`config.mk`:
```
export PLATFORM = sky130hd
export DESIGN_NAME = mdm_front
export DESIGN_NICKNAME = d
export VERILOG_FILES = /design/src/rtl/core/mdm_pkg.sv /design/src/rtl/core/mdm_front.sv
export SDC_FILE = /design/constraint.sdc
export NUM_CORES = 1
export LEC_CHECK = 0
export BUFFER_PORTS_ARGS = -buffer_cell sky130_fd_sc_hd__buf_2
export CAP_MARGIN = 20
export CORE_MARGIN = 4
export CORE_UTILIZATION = 39
export DETAILED_ROUTE_END_ITERATION = 16
export PLACE_DENSITY_LB_ADDON = 0.15
export SETUP_SLACK_MARGIN = 0.2
export SKIP_LAST_GASP = 1
export SYNTH_ARGS = -nofsm -noshare
export SYNTH_HDL_FRONTEND = slang
export SYNTH_SLANG_ARGS = --single-unit
```
`constraint.sdc`:
```
create_clock -name clk -period 5.15 [get_ports clk]
set_clock_uncertainty 0.1 [all_clocks]
set_input_delay 1.545 -clock clk [delete_from_list [all_inputs] [get_ports clk]]
set_output_delay 1.545 -clock clk [all_outputs]
set_load 0.02 [all_outputs]
```
`src/rtl/core/mdm_pkg.sv`:
```
`timescale 1ns / 1ps
`default_nettype none

package mdm_pkg;

    // Configuration port geometry.
    localparam int CFG_IDX_W  = 2;
    localparam int CFG_DATA_W = 17;

    // Fixed register and arithmetic widths.
    localparam int DELAY_W = 13;
    localparam int COUNT_W = 3;
    localparam int Q16_W   = 17;
    localparam int MIX_W   = 25;

    localparam logic [Q16_W-1:0] ONE_Q16  = 17'h10000;
    localparam logic [MIX_W-1:0] HALF_Q24 = 25'h0800000;

    // Register reset values.
    localparam logic [DELAY_W-1:0] DELAY_RST  = 13'd4800;
    localparam logic [COUNT_W-1:0] COUNT_RST  = 3'd2;
    localparam logic [Q16_W-1:0]   TARGET_RST = 17'd32768;
    localparam logic [Q16_W-1:0]   COEFF_RST  = 17'd273;

    // Queue depths between the parts of the block.
    localparam int Q_FIFO_DEPTH   = 2;
    localparam int OUT_FIFO_DEPTH = 4;

    typedef enum logic [CFG_IDX_W-1:0] {
        CFG_DELAY_FRAMES    = 2'd0,
        CFG_CHANNEL_COUNT   = 2'd1,
        CFG_MIX_TARGET      = 2'd2,
        CFG_SMOOTHING_COEFF = 2'd3
    } cfg_index_t;

    // Effective configuration, already clamped to its legal ranges.
    typedef struct packed {
        logic [DELAY_W-1:0] delay;
        logic [COUNT_W-1:0] count;
        logic [Q16_W-1:0]   mix_target;
        logic [Q16_W-1:0]   coeff;
    } cfg_t;

endpackage

`default_nettype wire

```
`src/rtl/core/mdm_front.sv`:
```
`timescale 1ns / 1ps
`default_nettype none

module mdm_front
    import mdm_pkg::*;
#(
    parameter int FRAME_DEPTH  = 8192,
    parameter int MAX_CHANNELS = 4,
    parameter int SAMPLE_BITS  = 24,
    localparam int FW   = $clog2(FRAME_DEPTH),
    localparam int CH_W = (MAX_CHANNELS > 1) ? $clog2(MAX_CHANNELS) : 1,
    localparam int AW   = FW + CH_W,
    localparam int QW   = SAMPLE_BITS + 2 * AW + CH_W + 3
) (
    input  wire logic                   clk,
    input  wire logic                   rst_n,
    input  wire cfg_t                   cfg,
    input  wire logic                   enable,
    input  wire logic                   in_valid,
    output logic                        in_ready,
    input  wire logic [SAMPLE_BITS-1:0] in_sample,
    output logic                        q_valid,
    input  wire logic                   q_ready,
    output logic      [QW-1:0]          q_item
);

    // Work item handed to the back part; the layout is shared with mdm_back.
    typedef struct packed {
        logic [SAMPLE_BITS-1:0] x;
        logic [AW-1:0]          wr_addr;
        logic [AW-1:0]          rd_addr;
        logic                   pass;
        logic [CH_W-1:0]        ch;
        logic                   last;
        logic                   spare;
    } item_t;

    localparam int RW = ((FW > DELAY_W) ? FW : DELAY_W) + 1;

    logic [FW-1:0]   frame_reg, frame_next;
    logic [CH_W-1:0] pos_reg, pos_next;
    logic [5:0]      pos_ext, cnt_m1;
    logic            last;
    logic [RW-1:0]   wf_ext, d_ext, rd_wide;
    logic [FW-1:0]   rd_frame;
    logic            accept;
    item_t           item;

    assign in_ready = enable & q_ready;
    assign q_valid  = enable & in_valid;
    assign accept   = in_valid & in_ready;

    // A position at or past the last channel closes the frame.
    assign pos_ext = 6'(pos_reg);
    assign cnt_m1  = 6'(cfg.count) - 6'd1;
    assign last    = (pos_ext >= cnt_m1);

    assign wf_ext = RW'(frame_reg);
    assign d_ext  = RW'(cfg.delay);

    always_comb
    begin
        if (wf_ext >= d_ext)
        begin
            rd_wide = wf_ext - d_ext;
        end
        else
        begin
            rd_wide = wf_ext + RW'(FRAME_DEPTH) - d_ext;
        end
        rd_frame = rd_wide[FW-1:0];
    end

    always_comb
    begin
        item.x       = in_sample;
        item.wr_addr = {frame_reg, pos_reg};
        item.rd_addr = {rd_frame, pos_reg};
        item.pass    = (cfg.delay == '0);
        item.ch      = pos_reg;
        item.last    = last;
        item.spare   = 1'b0;
    end

    assign q_item = item;

    always_comb
    begin
        frame_next = frame_reg;
        pos_next   = pos_reg;
        if (accept)
        begin
            if (last)
            begin
                pos_next   = '0;
                frame_next = (frame_reg == FW'(FRAME_DEPTH - 1)) ? '0 : frame_reg + 1'b1;
            end
            else
            begin
                pos_next = pos_reg + 1'b1;
            end
        end
    end

    always_ff @(posedge clk or negedge rst_n)
    begin
        if (!rst_n)
        begin
            frame_reg <= '0;
            pos_reg   <= '0;
        end
        else
        begin
            frame_reg <= frame_next;
            pos_reg   <= pos_next;
        end
    end

endmodule

`default_nettype wire

```
==> results.toml <==
[drt]
vias = 1504
dr.pass1.iters = 4
vias_per_cell = 5.19
ant_nets = 0
drt-initial-drc-count = 53
wl_mm = 4.05
post_drt_wl_per_cell_um = 14.0
drc = 0

[cts]
cts_setup_buffers = 0
clkLatencyLatePin_ns = 0.25
cts_max_level = 1
cts_root_buf = "clkbuf_8"
clockBufferDepth = 2
cts_buffers = 3
hold_buffers = 0
cts.sinks = 15
clk_pin_slew_worst_paths_ns = 0.06
cts_tree = "built"

[finish]
num-nets-final = 337
drive_gt1_frac = 0.354
antenna_cells = 0
syn_to_final_growth_pct = 20.2
fin_cells = 290
largest_reg_flops = 13

[sta]
slew_viol_final = 0
fmax_ghz = 0.199
rsz0062_at_grt = "true"
worst_slack_ns = 0.121
tns_ns = 0
hold_viol = 0
final.period_utilization = 0.977
min_period_ns = 5.03
final-setup-viol-count = 0

[floorplan]
dieArea_um2 = 5360
start_util = 0.409
num_io_pins = 140
core_um2 = 4060
fp.dieW_um = 73.2
fp-row-count = 23
die_y_um = 73.2

[worst_setup_path]
crit_fanout = 2
crit_family = "compound AO/OA/AOI/OAI gates"
slowest_delay_ns = 0.34
timing.rr.end = "frame_reg[10]"
path_class = "in -> out"
reg2reg_slack_ns = 3.15
crit_chain = "buf_2 > inv_2 > ha_4 > nor2b_4 > o2111a_1 > o31a_1 > a221o_1 > a21oi_2 > xnor2_2 > buf_4"
crit_buf_inv = 3
cp-start-kind = "input port"
reg2reg_from = "pos_reg[0]"
reg2reg_depth = 9
required_ns = 3.51
endpoint_kind = "output port"
slowest_stage = "a221o_1"
cp_data_arrival_time_ns = 3.38

[placed_design]
io_buffers = 56
dp_slack_ns = -0.00555
hpwl_mm = 3.26
place_inst = 286
routabilityCongestion = 0.868

[logic_synthesis]
synth_commonest_cells = "buf_4, inv_1, ha_1"
netlist_area_um2 = 1660
synth_fp_nets = 300
ys_top_cells_by_area = "dfrtp_1, buf_4, ha_1"
syn_area_per_cell_um2 = 8.13
synth_area_leader_cell = "dfrtp_1"
synth_most_common_cell = "buf_4"
synth.top_cell.area_share = 0.226
ys_types = 40
yosys_most_used_dff = "dfrtp_1"
async_flop_share = 1.00
yosysWarnings = 0
ys_seq_area_frac = 0.226
synth_edf_count = 0
ys_seq_elements = 15
netlist_instances = 204

[job]
cap_violations = 0

[global_route]
grt_overflow = 0
grt-busiest-layer = "met2"
grtUsageTotal = 0.153
grtUsageMet2 = 0.254
met3_usage = 0.0441
use_met1 = 0.194
antenna_found_initial = 0
grt_pass1_wl_mm = 6.56
grt_max_degree = 16
grt_pass1_vias = 1414

[worst_hold_path]
min_from = "frame_reg[12]"
hp-class = "reg -> reg"
hold_depth = 1
hold_end = "frame_reg[12]"

[power_and_ir_drop]
vdd_ir_drop_max_v = 0.000272
powerDensity_nw_per_um2 = 356
p_leak_nw = 0.985

[outcome]
status = "completed"
==> cell families (layout without fill, tap and decap cells) <==
family | Yosys count | count (layout) | synth area share
other cells | 1 | 1 | 0.00226
compound gates | 35 | 35 | 0.146
simple gates | 67 | 67 | 0.220
flops | 15 | 15 | 0.226
fa+ha+maj | 17 | 17 | 0.133
buf+inv | 53 | 89 | 0.188
xor+xnor | 16 | 16 | 0.0845
==> placed cells by master (no fill, tap or decap), types with 2 or more instances in the layout <==
master	netlist	routed
nor2_1	10	10
nor4_1	5	5
a21oi_2	1	2
inv_1	19	17
a21oi_1	7	6
nand3_1	9	9
inv_2	0	2
dfrtp_1	15	15
nand2_1	13	13
xor2_1	2	2
nor3_1	5	5
and3_1	3	3
o21ai_0	7	7
ha_1	16	12
nor2b_4	1	2
a21o_1	4	4
o21a_1	3	3
buf_4	30	13
and4_1	4	4
clkbuf_8	0	3
o41ai_1	2	2
and2_1	4	4
a22o_1	2	2
buf_2	0	52
nand4_1	6	6
xnor2_1	14	13
ha_4	0	4
==> cell type report <==
type | count | area [um^2]
clock buffers | 4 | 45.0
fillers | 412 | 2070
inverters | 19 | 71.3
multi-input cells | 136 | 1070
flip-flops and latches | 15 | 375
well taps | 50 | 62.6
repair buffers | 66 | 369
==> per-layer routing <==
layer / vias up / part of all wire
met5: - / 0
met3: 14 / 0.087
li1: 760 / -
met2: 58 / 0.45
met1: 672 / 0.45
met4: 0 / 0.013
==> report_power, final <==
part / internal, mW / total [mW] / switching (mW)
combinational: 0.189 / 0.435 / 0.246
clock: 0.0548 / 0.0960 / 0.0412
sequential: 0.139 / 0.178 / 0.0389
==> worst max-delay path by stage <==
stage / end / slack, ns / cells past startpoint / start
2_1_floorplan: q_item[16] / 0.21 / 8 / cfg[38]
3_3_place_gp: q_item[19] / -0.03 / 10 / cfg[37]
3_5_place_dp: q_item[19] / -0.006 / 10 / cfg[37]
4_1_cts: q_item[19] / 0.15 / 10 / cfg[37]
5_1_grt: q_item[19] / 0.05 / 10 / cfg[39]
6_report: q_item[19] / 0.12 / 10 / cfg[39]
==> stage by stage <==
step | utilization | hold slack, ns | power [mW] | area [um^2]
4_1_cts | 0.476 | 0.446 | 0.686 | 1930
3_3_place_gp | 0.454 | 0.438 | 0.565 | 1840
6_report | 0.491 | 0.459 | 0.709 | 1990
5_1_grt | 0.491 | 0.480 | 0.764 | 1990
3_5_place_dp | 0.454 | 0.431 | 0.567 | 1840
2_1_floorplan | - | 0.515 | 0.472 | 1670
==> timing repair <==
item	in CTS	in global routing
pin swaps	12	6
gates resized for setup	11	8
setup endpoints to repair	5	6
(Power assumes the default switching activity.)
