$ cat src/rtl/core/mdm_fifo.sv
`timescale 1ns / 1ps
`default_nettype none

module mdm_fifo #(
    parameter int WIDTH = 8,
    parameter int DEPTH = 2
) (
    input  wire logic             clk,
    input  wire logic             rst_n,
    input  wire logic             in_valid,
    output logic                  in_ready,
    input  wire logic [WIDTH-1:0] in_data,
    output logic                  out_valid,
    input  wire logic             out_ready,
    output logic      [WIDTH-1:0] out_word
);

    localparam int PTR_W = (DEPTH > 1) ? $clog2(DEPTH) : 1;
    localparam int CNT_W = $clog2(DEPTH + 1);

    logic [WIDTH-1:0] store_reg [DEPTH];
    logic [PTR_W-1:0] wr_ptr_reg, wr_ptr_next;
    logic [PTR_W-1:0] rd_ptr_reg, rd_ptr_next;
    logic [CNT_W-1:0] count_reg, count_next;
    logic             push, pop;

    assign in_ready  = (count_reg != CNT_W'(DEPTH));
    assign out_valid = (count_reg != '0);
    assign out_word  = store_reg[rd_ptr_reg];
    assign push      = in_valid & in_ready;
    assign pop       = out_valid & out_ready;

    always_comb
    begin
        wr_ptr_next = wr_ptr_reg;
        rd_ptr_next = rd_ptr_reg;
        count_next  = count_reg;
        if (push)
        begin
            wr_ptr_next = (wr_ptr_reg == PTR_W'(DEPTH - 1)) ? '0 : wr_ptr_reg + 1'b1;
        end
        if (pop)
        begin
            rd_ptr_next = (rd_ptr_reg == PTR_W'(DEPTH - 1)) ? '0 : rd_ptr_reg + 1'b1;
        end
        if (push && !pop)
        begin
            count_next = count_reg + 1'b1;
        end
        else if (pop && !push)
        begin
            count_next = count_reg - 1'b1;
        end
    end

    always_ff @(posedge clk or negedge rst_n)
    begin
        if (!rst_n)
        begin
            wr_ptr_reg <= '0;
            rd_ptr_reg <= '0;
            count_reg  <= '0;
        end
        else
        begin
            wr_ptr_reg <= wr_ptr_next;
            rd_ptr_reg <= rd_ptr_next;
            count_reg  <= count_next;
        end
    end

    always_ff @(posedge clk)
    begin
        if (push)
        begin
            store_reg[wr_ptr_reg] <= in_data;
        end
    end

endmodule

`default_nettype wire

$ cat config.mk
export PLATFORM = sky130hd
export DESIGN_NAME = mdm_fifo
export DESIGN_NICKNAME = d
export VERILOG_FILES = /design/src/rtl/core/mdm_fifo.sv
export SDC_FILE = /design/constraint.sdc
export NUM_CORES = 1
export LEC_CHECK = 0
export ABC_CLOCK_PERIOD_IN_PS = 1200
export BUFFER_PORTS_ARGS = -buffer_cell sky130_fd_sc_hd__buf_4
export CAP_MARGIN = 20
export CELL_PAD_IN_SITES_DETAIL_PLACEMENT = 0
export CELL_PAD_IN_SITES_GLOBAL_PLACEMENT = 2
export CORE_MARGIN = 1
export CORE_UTILIZATION = 31
export DETAILED_ROUTE_END_ITERATION = 10
export GPL_ROUTABILITY_DRIVEN = 0
export HOLD_SLACK_MARGIN = 0.1
export PLACE_DENSITY = 0.82
export SETUP_SLACK_MARGIN = 0.3
export SYNTH_ARGS = -nofsm -noshare
export SYNTH_HDL_FRONTEND = slang
export SYNTH_SLANG_ARGS = --single-unit
$ cat constraint.sdc
create_clock -name clk -period 1.2 [get_ports clk]
set_input_delay 0.18 -clock clk [delete_from_list [all_inputs] [get_ports clk]]
set_output_delay 0.18 -clock clk [all_outputs]
set_load 0.01 [all_outputs]
==> impl_metrics.json, run 1 <==
{
  "status": "complete, but fails checks",
  "critPathKind": "register to output port",
  "core_um2": 2297,
  "setup_viol": 28,
  "synth_seq_cells": 20,
  "cpPeakStageDelay_ns": 0.41,
  "postSynthCellCount": 43,
  "synth_ff_type": "edfxtp_1",
  "instances_no_fill": 112,
  "rows": 17,
  "yosys_warnings": 0,
  "drive_gt1_share_pct": 60.71,
  "root_buffer": "clkbuf_4",
  "num_antenna_cells": 0,
  "fill_cells": 189,
  "rsz0062_at_grt": "true",
  "grt_max_degree": 13,
  "clk_pin_slew_worst_paths_ns": 0.11,
  "critPathRequiredTime_ns": 1.02,
  "synth_area_um2": 787.0,
  "path_delay_family": "flip-flops",
  "crit_chain": "buf_12, mux2_4, buf_6",
  "gr-total-overflow": 0,
  "start_util_pct": 34.26,
  "cts_tree": "built",
  "path_buf_inv": 2,
  "wl_per_cell_um": 13.21,
  "crit_fanout": 9,
  "largest_reg_flops": 16,
  "portBuffers": 21,
  "setup_ws_ns": -0.2760,
  "ir_drop_uv": 1475,
  "post-synth-top-count-cell": "edfxtp_1",
  "period_minus_slack_ns": 1.476,
  "p_per_area_nw_per_um2": 2403,
  "startpoint_type": "register",
  "pin_count": 22,
  "holdWs_ns": 0.1894,
  "cts_sinks": 20,
  "synth.distinct_cells": 14,
  "drv_slew": 0,
  "die_w_um": 52.39,
  "clock_skew_ns": 0.001869,
  "vias_per_cell": 4.375,
  "antenna_found_initial": 0,
  "max_slew_margin_pct": 83.26,
  "fp.dieArea_um2": 2744,
  "crit_slowest_cell": "dfrtp_1",
  "worst_pin_slew_ns": 0.2506,
  "async_flop_share_pct": 20.00,
  "r2r_setup_slack_ns": -0.20,
  "synthToLayoutAreaGrowth_pct": 66.93,
  "synth.top_cell.area_share_pct": 61.05,
  "fin_nets": 98,
  "seq_area_um2": 581.8,
  "yosys-top-cells-count": "edfxtp_1 (16), mux2_2 (8), dfrtp_1 (4)",
  "syn_avg_cell_area_um2": 18.30,
  "ant_nets": 0,
  "r2r_end": "count_reg[1]$_DFFE_PN0P_",
  "fin_tns_setup_ns": -3.593,
  "multi_input_area_um2": 267.8,
  "period_share_pct": 123.0,
  "leakagePower_nw": 0.5552,
  "fmax_mhz": 677.5,
  "grt_usage_pct": 12.29,
  "drc": 0,
  "die_y_um": 52.39,
  "insertion_delay_ns": 0.31,
  "rr_worst_depth": 6,
  "cap_violations": 0,
  "reg2reg_from": "count_reg[1]$_DFFE_PN0P_",
  "drt-initial-drc-count": 3,
  "end_kind": "output port",
  "dp.cells": 96,
  "h-tree-depth": 1,
  "dr.pass1.iters": 4,
  "cts-buffers-inserted": 3,
  "violations": "negative setup slack",
  "clockBufferDepth": 2,
  "design_power_total_mw": 3.156,
  "grt_pass1_wl_um": 2270,
  "hold_path_class": "input pin to asynchronous set/reset pin",
  "wirelength_um": 1479,
  "synth_seq_area_share_pct": 73.77,
  "synth_top_area_cell": "edfxtp_1",
  "synth_nets": 56,
  "hold_viol": 0,
  "via_count": 490,
  "ys_top_cells_by_area": "edfxtp_1 (61%), dfrtp_1 (13%), mux2_2 (11%)",
  "grt_pass1_vias": 496,
  "synth_edf_count": 16,
  "worst_ep_arrival_time_ns": 1.30
}
-- area by class of cell --
class / count / area share (%)
Timing Repair Buffer: 38 / 28.38
Inverter: 1 / 0.2857
Multi-Input combinational cell: 21 / 20.38
Tap cell: 28 / 2.667
Clock inverter: 1 / 2.286
Sequential cell: 20 / 44.29
Clock buffer: 3 / 1.714
-- timing repair --
item	4_1_cts	5_1_grt
resized for setup	16	1
hold buffers	9	0
cloned	0	0
setup endpoints to repair	30	30
endpoints found under the hold margin	20	0
pin swaps	7	2
buffers inserted	2	1
-- how the worst max path moves through the flow --
| stage | startpoint | end | slack [ns] | cells after the start |
|---|---|---|---|---|
| after floorplan | count_reg[0]$_DFFE_PN0P_ | count_reg[1]$_DFFE_PN0P_ | -0.13 | 6 |
| after global placement | count_reg[0]$_DFFE_PN0P_ | count_reg[1]$_DFFE_PN0P_ | -0.12 | 7 |
| after detailed placement | count_reg[0]$_DFFE_PN0P_ | count_reg[1]$_DFFE_PN0P_ | -0.19 | 6 |
| after CTS | rd_ptr_reg$_DFFE_PN0P_ | out_word[0] | -0.29 | 3 |
| after global routing | rd_ptr_reg$_DFFE_PN0P_ | out_word[6] | -0.32 | 3 |
| final | rd_ptr_reg$_DFFE_PN0P_ | out_word[0] | -0.28 | 3 |
-- stage by stage --
| stage | setup slack, ns | area [µm²] | utilization, % |
|---|---|---|---|
| global route | -0.3178 | 1314 | 57.19 |
| global placement | -0.1206 | 1087 | 47.33 |
| CTS | -0.2907 | 1305 | 56.81 |
| finish | -0.2760 | 1314 | 57.19 |
| floorplan | -0.1317 | 855.8 | - |
| detailed placement | -0.1901 | 1087 | 47.33 |
-- report_power, final --
group / total (mW) / leakage (nW) / switching [mW] / internal [mW]
Clock: 0.551 / 0.0279 / 0.213 / 0.338
Combinational: 1.51 / 0.333 / 0.565 / 0.948
Sequential: 1.09 / 0.194 / 0.119 / 0.974
Total: 3.16 / 0.555 / 0.897 / 2.26
-- kinds of logic after synthesis --
| logic type | share of synthesized area (%) |
|---|---|
| buffers and inverters | 1.112 |
| XOR/XNOR | 5.565 |
| adder cells (fa/ha/maj) | 1.590 |
| flip-flops | 73.77 |
| AND/OR/NAND/NOR | 6.518 |
| multiplexers | 11.45 |
-- layout by cell type, fill, tap and decap left out, types with 2 or more instances in the layout --
cell	n
edfxtp_1	16
nand2_4	2
xor2_1	2
buf_6	14
dfrtp_1	3
buf_4	14
dlygate4sd3_1	9
mux2_4	8
xnor2_1	2
clkbuf_4	3
-- routing by layer --
metal | share of wire, % | track usage [%]
met1 | 38 | 12.64
met2 | 56 | 22.57
met3 | 4.5 | 2.899
met4 | 1.6 | 6.579
met5 | 0 | 0
Note: power is estimated with default switching activity, not from simulation.
==> run 2, diff against run 1 <==
--- a/config.mk
+++ b/config.mk
@@ -15,7 +15,7 @@
 export DETAILED_ROUTE_END_ITERATION = 10
 export GPL_ROUTABILITY_DRIVEN = 0
 export HOLD_SLACK_MARGIN = 0.1
-export PLACE_DENSITY = 0.82
+export PLACE_DENSITY_LB_ADDON = 0.1
 export SETUP_SLACK_MARGIN = 0.3
 export SYNTH_ARGS = -nofsm -noshare
 export SYNTH_HDL_FRONTEND = slang
==> run 2 against run 1 <==
The flow still finishes with violations (negative setup slack). Non-clock buffer count grew 5. Sequential share of layout area shrank 0.83 points. Routed wire length shrank 3.2%. Final cell count grew 4.5%. Clock skew grew 0.0056 ns. Global-route usage grew 0.34 points. First-iteration DRC count shrank 67%. Sequential power is essentially flat. Fmax grew 1.4%. Register-to-register slack gained 0.07 ns. Via count grew 2.7%. Worst hold slack gained 0.035 ns. Largest cell class unchanged.
==> impl_metrics.json, run 2 (synthesis gave the netlist of run 1 again) <==
{
  "status": "complete, but fails checks",
  "violations": "negative setup slack",
  "critPathRequiredTime_ns": 1.02,
  "root_buffer": "clkbuf_4",
  "gr-total-overflow": 0,
  "via_count": 503,
  "hold_path_class": "input pin to asynchronous set/reset pin",
  "clockBufferDepth": 2,
  "insertion_delay_ns": 0.29,
  "end_kind": "output port",
  "start_util_pct": 34.26,
  "die_y_um": 52.39,
  "vias_per_cell": 4.299,
  "clock_skew_ns": 0.007437,
  "grt_usage_pct": 12.63,
  "die_w_um": 52.39,
  "worst_pin_slew_ns": 0.2563,
  "rows": 17,
  "drt-initial-drc-count": 1,
  "hold_viol": 0,
  "r2r_setup_slack_ns": -0.13,
  "period_share_pct": 121.3,
  "setup_ws_ns": -0.2558,
  "critPathKind": "register to output port",
  "portBuffers": 21,
  "synthToLayoutAreaGrowth_pct": 70.11,
  "drive_gt1_share_pct": 61.80,
  "rsz0062_at_grt": "true",
  "core_um2": 2297,
  "pre_cts_ws_ns": -0.1409,
  "cts_tree": "built",
  "layout_commonest_cell": "buf_6",
  "fmax_mhz": 686.9,
  "worst_ep_arrival_time_ns": 1.28,
  "num_antenna_cells": 0,
  "period_minus_slack_ns": 1.456,
  "drv_slew": 0,
  "ir_drop_uv": 1469,
  "place_area_um2": 1082,
  "clk_pin_slew_worst_paths_ns": 0.11,
  "startpoint_type": "register",
  "cap_violations": 0,
  "leakagePower_nw": 0.5746,
  "max_slew_margin_pct": 82.87,
  "drc": 0,
  "h-tree-depth": 1,
  "largest_reg_flops": 16,
  "grt_max_degree": 12,
  "ant_nets": 0,
  "wl_per_cell_um": 12.23,
  "setup_viol": 21,
  "p_per_area_nw_per_um2": 2255,
  "antenna_found_initial": 0,
  "cts_sinks": 20,
  "cts-buffers-inserted": 3,
  "fp.dieArea_um2": 2744,
  "fin_nets": 103,
  "dr.pass1.iters": 3,
  "wirelength_um": 1431,
  "final_area_um2": 1339,
  "final_cell_mix": "buf_6 (19), edfxtp_1 (16), buf_4 (15)",
  "grt_pass1_wl_um": 2339,
  "grt_pass1_vias": 528,
  "pin_count": 22,
  "crit_fanout": 5
}
-- run 2: cell types whose count changed in the layout (fill, tap and decap cells not counted), sizes merged --
cell / change
clkbuf: +1
buf: +5
bufinv: -1
-- run 2: final cells by class --
| cell class | instances | area, µm² |
|---|---|---|
| Inverter | 1 | 3.754 |
| Timing Repair Buffer | 43 | 416.7 |
| Sequential cell | 20 | 581.8 |
| Tap cell | 28 | 35.03 |
| Clock buffer | 4 | 26.28 |
| Multi-Input combinational cell | 21 | 275.3 |
| Fill cell | 184 | 958.4 |
-- run 2: per-stage QoR --
stage	hold WS (ns)	power [mW]	TNS [ns]	instances	util [%]
after detailed placement	-0.01844	2.299	-1.696	97	47.11
after floorplan	-0.1156	1.852	-0.1332	43	-
after CTS	0.1918	3.002	-2.764	115	57.30
after global placement	-0.01583	2.282	-1.425	97	47.11
after global routing	0.2026	3.210	-3.810	117	58.28
final	0.2247	3.020	-2.551	117	58.28
-- run 2: report_power, final --
group	internal, mW	switching [mW]	total [mW]
Clock	0.129	0.192	0.321
Sequential	0.973	0.107	1.08
Combinational	1.04	0.583	1.62
-- run 2: repair_timing --
item	4_1_cts	5_1_grt
hold buffers	9	0
resized for setup	21	2
pin swaps	6	4
hold endpoints to repair	20	0
setup endpoints to repair	30	30
buffers inserted	5	2
gates cloned	0	0
-- run 2: layer usage --
layer / share of wire [%] / track usage [%]
met2: 57 / 22.57
met1: 40 / 13.86
met4: 0 / 5.263
met5: 0 / 0
met3: 3.5 / 3.478
-- run 2: path summary, 6_finish.rpt --
check	from	end	depth (start not counted)
max	rd_ptr_reg$_DFFE_PN0P_	out_word[4]	3
min	rst_n	wr_ptr_reg$_DFFE_PN0N_	2
max reg2reg	count_reg[1]$_DFFE_PN0P_	count_reg[1]$_DFFE_PN0P_	6
min reg2reg	wr_ptr_reg$_DFFE_PN0N_	wr_ptr_reg$_DFFE_PN0N_	1
max in group asynchronous	rst_n	rd_ptr_reg$_DFFE_PN0P_	2
min in group clk	out_ready	count_reg[0]$_DFFE_PN0P_	4
-- run 2: critical path, cell delays in order, from the launching register on --
cell and delay (ns):
dfrtp_2 0.43, buf_6 0.14, mux2_4 0.30, buf_6 0.12
